[config.mk]
export PLATFORM = sky130hd
export DESIGN_NAME = rmq_divide
export DESIGN_NICKNAME = d
export VERILOG_FILES = /design/src/hdl/rotation_matrix_to_quaternion_defines.svh /design/src/hdl/rmq_divide.sv
export SDC_FILE = /design/constraint.sdc
export NUM_CORES = 2
export LEC_CHECK = 0
export BUFFER_PORTS_ARGS = -buffer_cell sky130_fd_sc_hd__buf_2
export CAP_MARGIN = 20
export CELL_PAD_IN_SITES_DETAIL_PLACEMENT = 0
export CELL_PAD_IN_SITES_GLOBAL_PLACEMENT = 2
export CORE_ASPECT_RATIO = 0.75
export CORE_MARGIN = 2
export CORE_UTILIZATION = 30
export CTS_BUF_LIST = sky130_fd_sc_hd__clkbuf_4
export DETAILED_ROUTE_END_ITERATION = 16
export GPL_ROUTABILITY_DRIVEN = 0
export PLACE_DENSITY = 0.6
export SLEW_MARGIN = 20
export SYNTH_ARGS = -nofsm -noshare
export SYNTH_HDL_FRONTEND = slang
export SYNTH_SLANG_ARGS = --single-unit
[constraint.sdc]
create_clock -name clk -period 3.3 [get_ports clk]
set_clock_uncertainty 0.05 [all_clocks]
set_input_delay 0.495 -clock clk [delete_from_list [all_inputs] [get_ports clk]]
set_output_delay 0.495 -clock clk [all_outputs]
set_load 0.05 [all_outputs]
[src/hdl/rotation_matrix_to_quaternion_defines.svh]
// Assertion macros used by the converter module
`ifndef ROTATION_MATRIX_TO_QUATERNION_DEFINES_SVH
`define ROTATION_MATRIX_TO_QUATERNION_DEFINES_SVH

// property b must hold in the cycle after a
`define RMQ_ASSERT_NEXT(label, clk, rst, a, b) \
  label: assert property (@(posedge clk) disable iff (rst) (a) |=> (b)) \
    else $error("rmq check failed");

// property b must hold in the same cycle as a
`define RMQ_ASSERT_SAME(label, clk, rst, a, b) \
  label: assert property (@(posedge clk) disable iff (rst) (a) |-> (b)) \
    else $error("rmq check failed");

`endif

[src/hdl/rmq_divide.sv]
// Pipelined unsigned restoring divider, one quotient bit per stage.
module rmq_divide #(
  parameter int NUM_W = 34,
  parameter int DEN_W = 18
) (
  input  logic             clk,
  input  logic             en,
  input  logic [NUM_W-1:0] num,
  input  logic [DEN_W-1:0] den,
  output logic [NUM_W-1:0] quo
);
  logic [NUM_W-1:0] n_q [NUM_W+1];
  logic [DEN_W-1:0] d_q [NUM_W+1];
  logic [DEN_W:0]   r_q [NUM_W+1];

  assign n_q[0] = num;
  assign d_q[0] = den;
  assign r_q[0] = '0;

  // shift in one numerator bit, subtract when possible
  for (genvar g = 0; g < NUM_W; g++) begin : g_st
    logic [DEN_W+1:0] sh;
    logic [DEN_W+1:0] df;
    logic [NUM_W-1:0] n_r;
    logic [DEN_W-1:0] d_r;
    logic [DEN_W:0]   r_r;
    always_comb begin
      sh = {r_q[g], n_q[g][NUM_W-1]};
      df = sh - {2'b0, d_q[g]};
    end
    always_ff @(posedge clk) begin
      if (en) begin
        d_r <= d_q[g];
        if (!df[DEN_W+1]) begin
          r_r <= df[DEN_W:0];
          n_r <= {n_q[g][NUM_W-2:0], 1'b1};
        end else begin
          r_r <= sh[DEN_W:0];
          n_r <= {n_q[g][NUM_W-2:0], 1'b0};
        end
      end
    end
    assign n_q[g+1] = n_r;
    assign d_q[g+1] = d_r;
    assign r_q[g+1] = r_r;
  end

  assign quo = n_q[NUM_W];
endmodule

==> summary.md <==
| Metric | Value |
|---|---|
| Sequential cell area | 71,400 um^2 |
| Number of H-tree branching levels | 6 |
| Post-synthesis sequential area ratio | 64.6% |
| Sequential Power Share | 36.0% |
| Part of the power in the clock network | 20.6% |
| Dominant cell by count in the synthesized netlist | sky130_fd_sc_hd__edfxtp_1 |
| Wire length after detailed routing | 235,000 um |
| WL/cell | 16.5 um |
| Count of endpoints failing hold in the final timing report | 0 |
| Combined area of the multi-input logic cells | 36,500 um^2 |
| Arrival time at the worst endpoint | 4.45 ns |
| Class of the worst hold path | reg -> reg |
| Maxcap violations | 0 |
| Synth top area share | 64.6% |
| Dpl cells | 12,900 |
| Placement-stage worst setup slack | -0.255 ns |
| Count of nets left with antenna violations after detail routing | 0 |
| Total overflow reported by the global router | 0 |
| Cell leakage power | 0.0507 uW |
| Horizontal extent of the die | 705 um |
| Slew @ Worst Pin | 0.761 ns |
| Half-perimeter wire length after placement | 159,000 um |
| Fraction of synthesis flops using an asynchronous set or reset pin | 0% |
| Non-filler cells in the finished layout | 14,200 |
| Critical path fanouts, max | 6 |
| Yosys warning total | 0 |
| Net Sw Frac | 34.6% |
| Post-synth cell types | 94 |
| P per Cell Area | 978 nW/um^2 |
| Starting density of the core | 30.2% |
| WS Path Type | reg -> reg |
| Placement row count | 192 |
| RSZ-0062 raised after global routing | yes |
| Detailed-routing iteration count for the pre-antenna-repair pass | 6 |
| Portion of the clock cycle consumed by the worst path in the final layout | 99.3% |
| Synth cell count leaders | sky130_fd_sc_hd__edfxtp_1 (2,377), sky130_fd_sc_hd__inv_1 (729), sky130_fd_sc_hd__ha_1 (595) |
| Register bit total from synthesis | 2,377 |
| Insertion delay of the later-clocked pin in the worst-skew pair | 1.56 ns |
| Number of antenna violations at the first check in global routing | 7 |
| Outcome | completed |
| Via count of the first global-routing pass | 64,500 |
| Die Height | 530 um |
| Post-synthesis instance area | 111,000 um^2 |
| Kind of end point of the critical path | flip-flop |
| Final setup slack of the worst path | 0.0245 ns |
| Proportion of power drawn by combinational gates | 43.4% |
| Num CTS Buffers | 636 |
| Instance count of the mapped netlist | 7,742 |
| Layout cells sized above 1 | 22.6% |
| Number of design rule violations left after detail routing | 0 |
| First-pass GRT wire length | 366,000 um |
| Pin count of the biggest net entering global routing | 99 |
| CORE AREA | 366,000 um^2 |
| Initial drt markers | 4,367 |
| Total setup violations reported at the end of the flow | 0 |
| Primary FF master, synth | sky130_fd_sc_hd__edfxtp_1 |
| Overall Global Routing Usage | 12.2% |
| # IOs | 88 |
| Period minus WS final | 3.28 ns |
| Layout Nets | 9,572 |
| Worst vdd rail ir drop | 349 uV |
| Buffers added on ports | 87 |
| P_sw | 44,100 uW |
| Cell Int Power | 83,400 uW |
| Area of the die | 373,000 um^2 |
| CTS Root Cell | sky130_fd_sc_hd__clkbuf_4 |
| Data required time at the worst endpoint | 4.47 ns |
| Clock-pin slew on the worst setup and hold paths | 0.07 ns |
| Area growth from synthesis to layout | 18.1% |
| Clock Sink Count | 2,377 |
| Slew Limit Headroom | 49.3% |
| Largest cells by area after synthesis | sky130_fd_sc_hd__edfxtp_1 (65%), sky130_fd_sc_hd__ha_1 (6.7%), sky130_fd_sc_hd__mux2_2 (3.7%) |
| CP Launch Type | flip-flop |
| Number of vias in the routed layout | 64,600 |
| Number of enable flip-flop cells after synthesis | 2,377 |
| CTS tree | built |
| Post-Synthesis Mean Instance Area | 14.3 um^2 |
| Maximum clock path buffer count | 4 |
| Pwr Total | 128,000 uW |
| Cell accounting for the most synthesized area | sky130_fd_sc_hd__edfxtp_1 |
| Detailed-route vias per instance | 4.54 |
| Number of fill cells in the layout | 35,500 |
| Total count of max-transition violations in the final report | 0 |
| Max Freq | 0.305 GHz |
-- flip-flops by register name, indices dropped and copies added (netlist names) --
signal / cells
g_st.n_r: 1122
g_st.d_r: 594
quo: 34
g_st.r_r: 627
-- kinds of logic after synthesis --
kind of cell | Yosys count | synth area share [%]
adder cells (fa/ha/maj) | 627 | 7.31
AO/OA/AOI/OAI | 1701 | 10.2
AND/OR/NAND/NOR | 1176 | 5.08
buffers and inverters | 846 | 3.14
other | 1 | 0.00339
multiplexers | 526 | 5.75
flip-flops | 2377 | 64.6
XOR/XNOR | 488 | 3.94
-- repair_timing --
item	4_1_cts	5_1_grt
resized for setup	18	138
setup buffers	3	41
cloned	0	13
endpoints found under the setup margin	82	345
hold buffers	154	0
endpoints found under the hold margin	2439	0
pin swaps	1	49
-- cell usage in the layout (no fill, tap or decap), drive strengths merged, types with 122 or more instances in the layout --
cell type	Yosys	layout
a21o	250	250
a21oi	505	505
buf	66	459
clkbuf	51	891
clkinv	0	175
dlygate4sd3	0	153
edfxtp	2377	2377
ha	595	595
inv	729	752
mux2	489	489
nand2	267	267
nand3	127	127
nor2	381	381
o21a	122	122
o21ai	287	287
xnor2	380	380
-- per-layer routing --
layer  global-route usage, %  wire length (um)
met5                       0                62
met4                    3.85              5360
met2                    17.4             96800
met1                    18.1            120000
met3                    2.89             12400
-- layout make-up --
cell class | instances | area share (%)
Antenna cell | 10 | 0.0192
Clock buffer | 883 | 5.08
Clock inverter | 216 | 1.08
Inverter | 729 | 2.10
Multi-Input combinational cell | 4527 | 27.9
Sequential cell | 2377 | 54.7
Tap cell | 4850 | 4.65
Timing Repair Buffer | 620 | 4.43
-- final timing paths --
path / start / endpoint / slack [ns] / cells past startpoint
worst max register to register: g_st[27].d_r[1] / g_st[28].r_r[6] / 0.02 / 12
worst min register to register: g_st[6].n_r[21] / g_st[7].n_r[22] / 0.30 / 0
worst min-delay path: g_st[6].n_r[21] / g_st[7].n_r[22] / 0.30 / 0
worst max-delay path: g_st[27].d_r[1] / g_st[28].r_r[6] / 0.02 / 12
-- critical path, stage by stage (launching register included) --
cell and delay [ns]:
sky130_fd_sc_hd__edfxtp_1 0.41, sky130_fd_sc_hd__inv_2 0.12, sky130_fd_sc_hd__ha_4 0.21, sky130_fd_sc_hd__nor2b_4 0.12, sky130_fd_sc_hd__o31a_1 0.33, sky130_fd_sc_hd__o31ai_2 0.25, sky130_fd_sc_hd__buf_4 0.16, sky130_fd_sc_hd__nand4_1 0.16
sky130_fd_sc_hd__buf_6 0.18, sky130_fd_sc_hd__a2111oi_4 0.26, sky130_fd_sc_hd__and4b_4 0.30, sky130_fd_sc_hd__buf_12 0.16, sky130_fd_sc_hd__mux2_4 0.29
-- power groups by stage --
stage          Sequential (uW)  Clock [uW]  Combinational, uW
2_1_floorplan            44800           0              39800
3_3_place_gp             46900           0              52500
3_5_place_dp             46800           0              52600
4_1_cts                  46200       27900              53300
5_1_grt                  46700       29400              61100
6_report                 46000       26200              55400
-- per-stage QoR --
step	cell area (um^2)	setup TNS (ns)	hold WS (ns)	util, %
5_1_grt	130000	-1.93	0.200	35.7
3_3_place_gp	120000	-4.00	0.350	32.7
2_1_floorplan	111000	0	0.350	-
4_1_cts	129000	0	0.00281	35.3
6_report	130000	0	0.296	35.7
3_5_place_dp	120000	-4.85	0.355	32.7
Note: power is estimated with default switching activity, not from simulation.
