$ cat src/hdl/rotation_matrix_to_quaternion_defines.svh
// Assertion macros used by the converter module
`ifndef ROTATION_MATRIX_TO_QUATERNION_DEFINES_SVH
`define ROTATION_MATRIX_TO_QUATERNION_DEFINES_SVH

// property b must hold in the cycle after a
`define RMQ_ASSERT_NEXT(label, clk, rst, a, b) \
  label: assert property (@(posedge clk) disable iff (rst) (a) |=> (b)) \
    else $error("rmq check failed");

// property b must hold in the same cycle as a
`define RMQ_ASSERT_SAME(label, clk, rst, a, b) \
  label: assert property (@(posedge clk) disable iff (rst) (a) |-> (b)) \
    else $error("rmq check failed");

`endif

$ cat src/hdl/rmq_sqrt.sv
// Pipelined integer square root, two result bits per stage.
module rmq_sqrt #(
  parameter int IN_W = 36
) (
  input  logic                clk,
  input  logic                en,
  input  logic [IN_W-1:0]     radicand,
  output logic [IN_W/2-1:0]   root
);
  localparam int OUT_W = IN_W / 2;
  localparam int NST = (OUT_W + 1) / 2;

  logic [IN_W-1:0]  rem_q [NST+1];
  logic [OUT_W-1:0] res_q [NST+1];

  assign rem_q[0] = radicand;
  assign res_q[0] = '0;

  // each stage decides two root bits (two restoring steps)
  for (genvar g = 0; g < NST; g++) begin : g_st
    logic [IN_W-1:0]  rem_r;
    logic [OUT_W-1:0] res_r;
    logic [IN_W-1:0]  rem_c;
    logic [OUT_W-1:0] res_c;
    logic [IN_W+1:0]  trial;
    always_comb begin
      rem_c = rem_q[g];
      res_c = res_q[g];
      for (int b = 0; b < 2; b++) begin
        if (2 * g + b < OUT_W) begin
          // trial term is (4*root + 1) at the current bit weight
          trial = {2'b0, rem_c} -
            (({2'b0, {(IN_W-OUT_W){1'b0}}, res_c} << 2 | (IN_W+2)'(1))
             << (2 * (OUT_W - 1 - (2 * g + b))));
          res_c = res_c << 1;
          if (!trial[IN_W+1]) begin
            rem_c = trial[IN_W-1:0];
            res_c[0] = 1'b1;
          end
        end
      end
    end
    always_ff @(posedge clk) begin
      if (en) begin
        rem_r <= rem_c;
        res_r <= res_c;
      end
    end
    assign rem_q[g+1] = rem_r;
    assign res_q[g+1] = res_r;
  end

  assign root = res_q[NST];
endmodule

$ cat config.mk
export PLATFORM = sky130hd
export DESIGN_NAME = rmq_sqrt
export DESIGN_NICKNAME = d
export VERILOG_FILES = /design/src/hdl/rotation_matrix_to_quaternion_defines.svh /design/src/hdl/rmq_sqrt.sv
export SDC_FILE = /design/constraint.sdc
export NUM_CORES = 1
export LEC_CHECK = 0
export ABC_AREA = 1
export BUFFER_PORTS_ARGS = -buffer_cell sky130_fd_sc_hd__buf_2
export CORE_MARGIN = 2
export CORE_UTILIZATION = 34
export CTS_CLUSTER_DIAMETER = 150
export DETAILED_ROUTE_END_ITERATION = 7
export GPL_ROUTABILITY_DRIVEN = 0
export GPL_TIMING_DRIVEN = 0
export SLEW_MARGIN = 10
export SYNTH_ARGS = -nofsm -noshare
export SYNTH_HDL_FRONTEND = slang
export SYNTH_SLANG_ARGS = --single-unit
$ cat constraint.sdc
create_clock -name clk -period 4.5 [get_ports clk]
set_input_delay 0.9 -clock clk [delete_from_list [all_inputs] [get_ports clk]]
set_output_delay 0.9 -clock clk [all_outputs]
set_load 0.005 [all_outputs]
==> flow_summary.json <==
{
  "slew_headroom": 0.598,
  "path_cells": "ha_1, a21oi_1, nand2_1, inv_1, nand3_1, a21oi_4, clkbuf_2, nand2_1, o21ai_0, ha_1, a21oi_1, o21ai_0, a21oi_1, nand2_2, nand2_4, nand2_8, buf_4, nand2_1, nand2_1",
  "drc_errors": 0,
  "setup_tns_ns": 0,
  "synth.area.top_cells": "edfxtp_1, nand2_1, ha_1",
  "crit_buf_inv": 3,
  "synth_area_sq_um": 27400,
  "dp_cells": 4649,
  "min_path_cells": 0,
  "via_per_inst": 4.89,
  "worst-setup-path-type": "flip-flop to flip-flop",
  "grt_first_pass_wirelength_mm": 110,
  "crit_fanout": 10,
  "synth_cell_types": 55,
  "ios": 56,
  "routed-via-count": 23100,
  "final_nets": 3853,
  "ys_warn_count": 0,
  "wl_per_cell_um": 14.6,
  "antenna_found_initial": 0,
  "timing.final.crit_share": 0.950,
  "drt_first_pass_iters": 6,
  "worstPathRequired_ns": 4.83,
  "yosysSeqAreaShare": 0.414,
  "yosysTopAreaCell": "edfxtp_1",
  "cpPeakStageDelay_ns": 0.47,
  "netlist_instances": 3531,
  "vdd_drop_max_mv": 0.265,
  "clock_path_buffers": 3,
  "worst_r2r_path_depth": 19,
  "path_delay_family": "compound AO/OA/AOI/OAI gates",
  "drive_above_1_share": 0.0871,
  "fin_crit_ns": 4.27,
  "clock_latency_ns": 0.59,
  "synth_seq_cells": 378,
  "ctsHoldBuffers": 0,
  "hold_slack_ns": 0.403,
  "cts_buffers": 43,
  "fin_cells": 4735,
  "die_height_um": 288,
  "crit_top_cell": "nand2_1",
  "tritoncts": "done",
  "synth.top_cell.area_share": 0.414,
  "die_w_um": 288,
  "hold_end": "g_st[4].rem_r[14]",
  "path_clk_slew_ns": 0.07,
  "leakagePower_nw": 13.8,
  "reg2reg_from": "g_st[6].rem_r[21]",
  "tightest_slew_ns": 0.602,
  "hpwlAfterDp_mm": 55.6,
  "grt_pass1_vias": 21700,
  "drv_slew": 0,
  "rows": 104,
  "finalHoldViolCount": 0,
  "setup_ws_ns": 0.226,
  "cts.sinks": 378,
  "fmaxAchievable_ghz": 0.234,
  "hold_class": "flip-flop to flip-flop",
  "slowest_stage": "edfxtp_1",
  "power_w": 0.0168,
  "post-place-ws_ns": -0.436,
  "start_util": 0.342,
  "io_buffer_count": 55,
  "status": "complete, no violations",
  "syn-num-nets": 3737,
  "start_kind": "flip-flop",
  "clock_skew_ns": 0.0250,
  "final_antenna_net_count": 0,
  "clock-root-buffer": "clkbuf_16",
  "core-area_sq_um": 80200,
  "gr-usage-all-layers": 0.166,
  "maxCapViolations": 0,
  "cts_max_level": 2,
  "antenna_cells": 0,
  "area_growth_pct": 12.1,
  "drtIter0Drc": 1478,
  "power_density_nw_per_um2": 547,
  "dieArea_sq_um": 82900,
  "grt_max_degree": 114,
  "reg2reg_slack_ns": 0.23,
  "end_kind": "flip-flop",
  "r2r_end": "g_st[7].rem_r[14]",
  "holdCritStartpoint": "g_st[3].rem_r[14]",
  "wirelength_mm": 69.4,
  "overflow": 0,
  "crit_arrival_ns": 4.60,
  "finalSetupViolCount": 0,
  "syn_area_per_cell_sq_um": 7.76
}
## kinds of logic after synthesis
| logic type | share of synthesized area |
|---|---|
| flip-flops | 0.414 |
| AND/OR/NAND/NOR | 0.290 |
| XOR/XNOR | 0.0463 |
| AO/OA/AOI/OAI | 0.0912 |
| adder cells (fa/ha/maj) | 0.0767 |
| buffers and inverters | 0.0821 |
## sequential cells by signal, summed over array words and instances (netlist names)
signal      count
g_st.rem_r    288
g_st.res_r     72
root           18
## cell usage after synthesis, drive strengths merged
library cell,number
a211oi,1
a21boi,4
a21o,5
a21oi,193
a31o,2
a31oi,9
a41oi,1
and2,9
and3,4
buf,24
clkbuf,10
edfxtp,378
ha,168
inv,533
nand2,1029
nand3,269
nand3b,14
nand4,76
nor2,344
nor3,54
nor3b,1
nor4,7
o211ai,3
o21a,8
o21ai,220
o21bai,11
o221a,1
o22ai,1
or2,7
xnor2,65
xor2,80
## worst register-to-register path: stages, from the launching register on
cell and delay (ns):
edfxtp_1 0.47, ha_1 0.44, a21oi_1 0.25, nand2_1 0.16, inv_1 0.11, nand3_1 0.18, a21oi_4 0.23, clkbuf_2 0.27
nand2_1 0.08, o21ai_0 0.14, ha_1 0.35, a21oi_1 0.24, o21ai_0 0.20, a21oi_1 0.24, nand2_2 0.12, nand2_4 0.11
nand2_8 0.10, buf_4 0.21, nand2_1 0.06, nand2_1 0.07
## stage by stage
| stage | util | cell area [sq um] |
|---|---|---|
| 5_1_grt | 0.383 | 30700 |
| 2_1_floorplan | - | 27400 |
| 3_3_place_gp | 0.362 | 29000 |
| 6_report | 0.383 | 30700 |
| 4_1_cts | 0.381 | 30500 |
| 3_5_place_dp | 0.363 | 29100 |
## placed cells by master (no fill, tap or decap), types with 5 or more instances in the layout
| master | count |
|---|---|
| nand4_1 | 76 |
| nand3_1 | 246 |
| a21oi_1 | 179 |
| buf_4 | 17 |
| o21a_1 | 8 |
| clkbuf_2 | 6 |
| a31oi_1 | 8 |
| nand3b_1 | 14 |
| clkinvlp_4 | 6 |
| inv_2 | 18 |
| nand2_1 | 991 |
| and2_1 | 8 |
| nand3_4 | 6 |
| nand2_2 | 29 |
| a21oi_2 | 13 |
| nand2_4 | 8 |
| ha_1 | 167 |
| nor4_1 | 7 |
| edfxtp_1 | 378 |
| buf_2 | 61 |
| o21bai_1 | 11 |
| o21ai_2 | 18 |
| xor2_1 | 80 |
| xnor2_1 | 65 |
| nor2_2 | 18 |
| inv_1 | 513 |
| buf_6 | 8 |
| nor2_1 | 320 |
| nand3_2 | 17 |
| a21o_1 | 5 |
| nor2_4 | 5 |
| clkbuf_16 | 43 |
| nor3_1 | 49 |
| o21ai_1 | 28 |
| o21ai_0 | 174 |
| clkbuf_1 | 6 |
## repair_timing
| item | in CTS | in global routing |
|---|---|---|
| gates cloned | 0 | 0 |
| gates resized for setup | 15 | 41 |
| endpoints found under the setup margin | 65 | 108 |
| buffers inserted | 3 | 10 |
| pin swaps | 0 | 4 |
## metal layers
layer | GRT usage | up-vias | part of all wire
li1 | - | 11900 | -
met1 | 0.216 | 10500 | 0.45
met2 | 0.282 | 541 | 0.47
met3 | 0.0196 | 133 | 0.042
met4 | 0.0610 | 0 | 0.035
met5 | 0 | - | 0
## layout make-up
type,instances,area [sq um]
well taps,1060,1330
flip-flops and latches,378,11400
clock buffers,48,1090
fillers,8308,49400
plain buffers,34,272
repair buffers,71,490
multi-input cells,2586,13900
clock inverters,25,273
inverters,533,2010
## power by group
part / switching [W] / total [W] / internal (W)
Sequential: 0.000514 / 0.00531 / 0.00479
Combinational: 0.00532 / 0.00805 / 0.00273
Clock: 0.00146 / 0.00345 / 0.00199
Total: 0.00729 / 0.0168 / 0.00951
## worst max-delay path by stage
stage | start | endpoint | slack, ns | cells past startpoint
after floorplan | g_st[5].rem_r[23] | g_st[6].rem_r[14] | 0.83 | 20
after global placement | en | g_st[7].rem_r[31] | -3.08 | 1
after detailed placement | g_st[5].res_r[11] | g_st[6].rem_r[35] | -0.44 | 21
after CTS | g_st[7].res_r[0] | root[0] | 0.02 | 18
after global routing | g_st[4].res_r[7] | g_st[5].rem_r[18] | -0.01 | 22
final | g_st[6].rem_r[21] | g_st[7].rem_r[14] | 0.23 | 19
No activity file was read; power rests on OpenSTA's default activity.
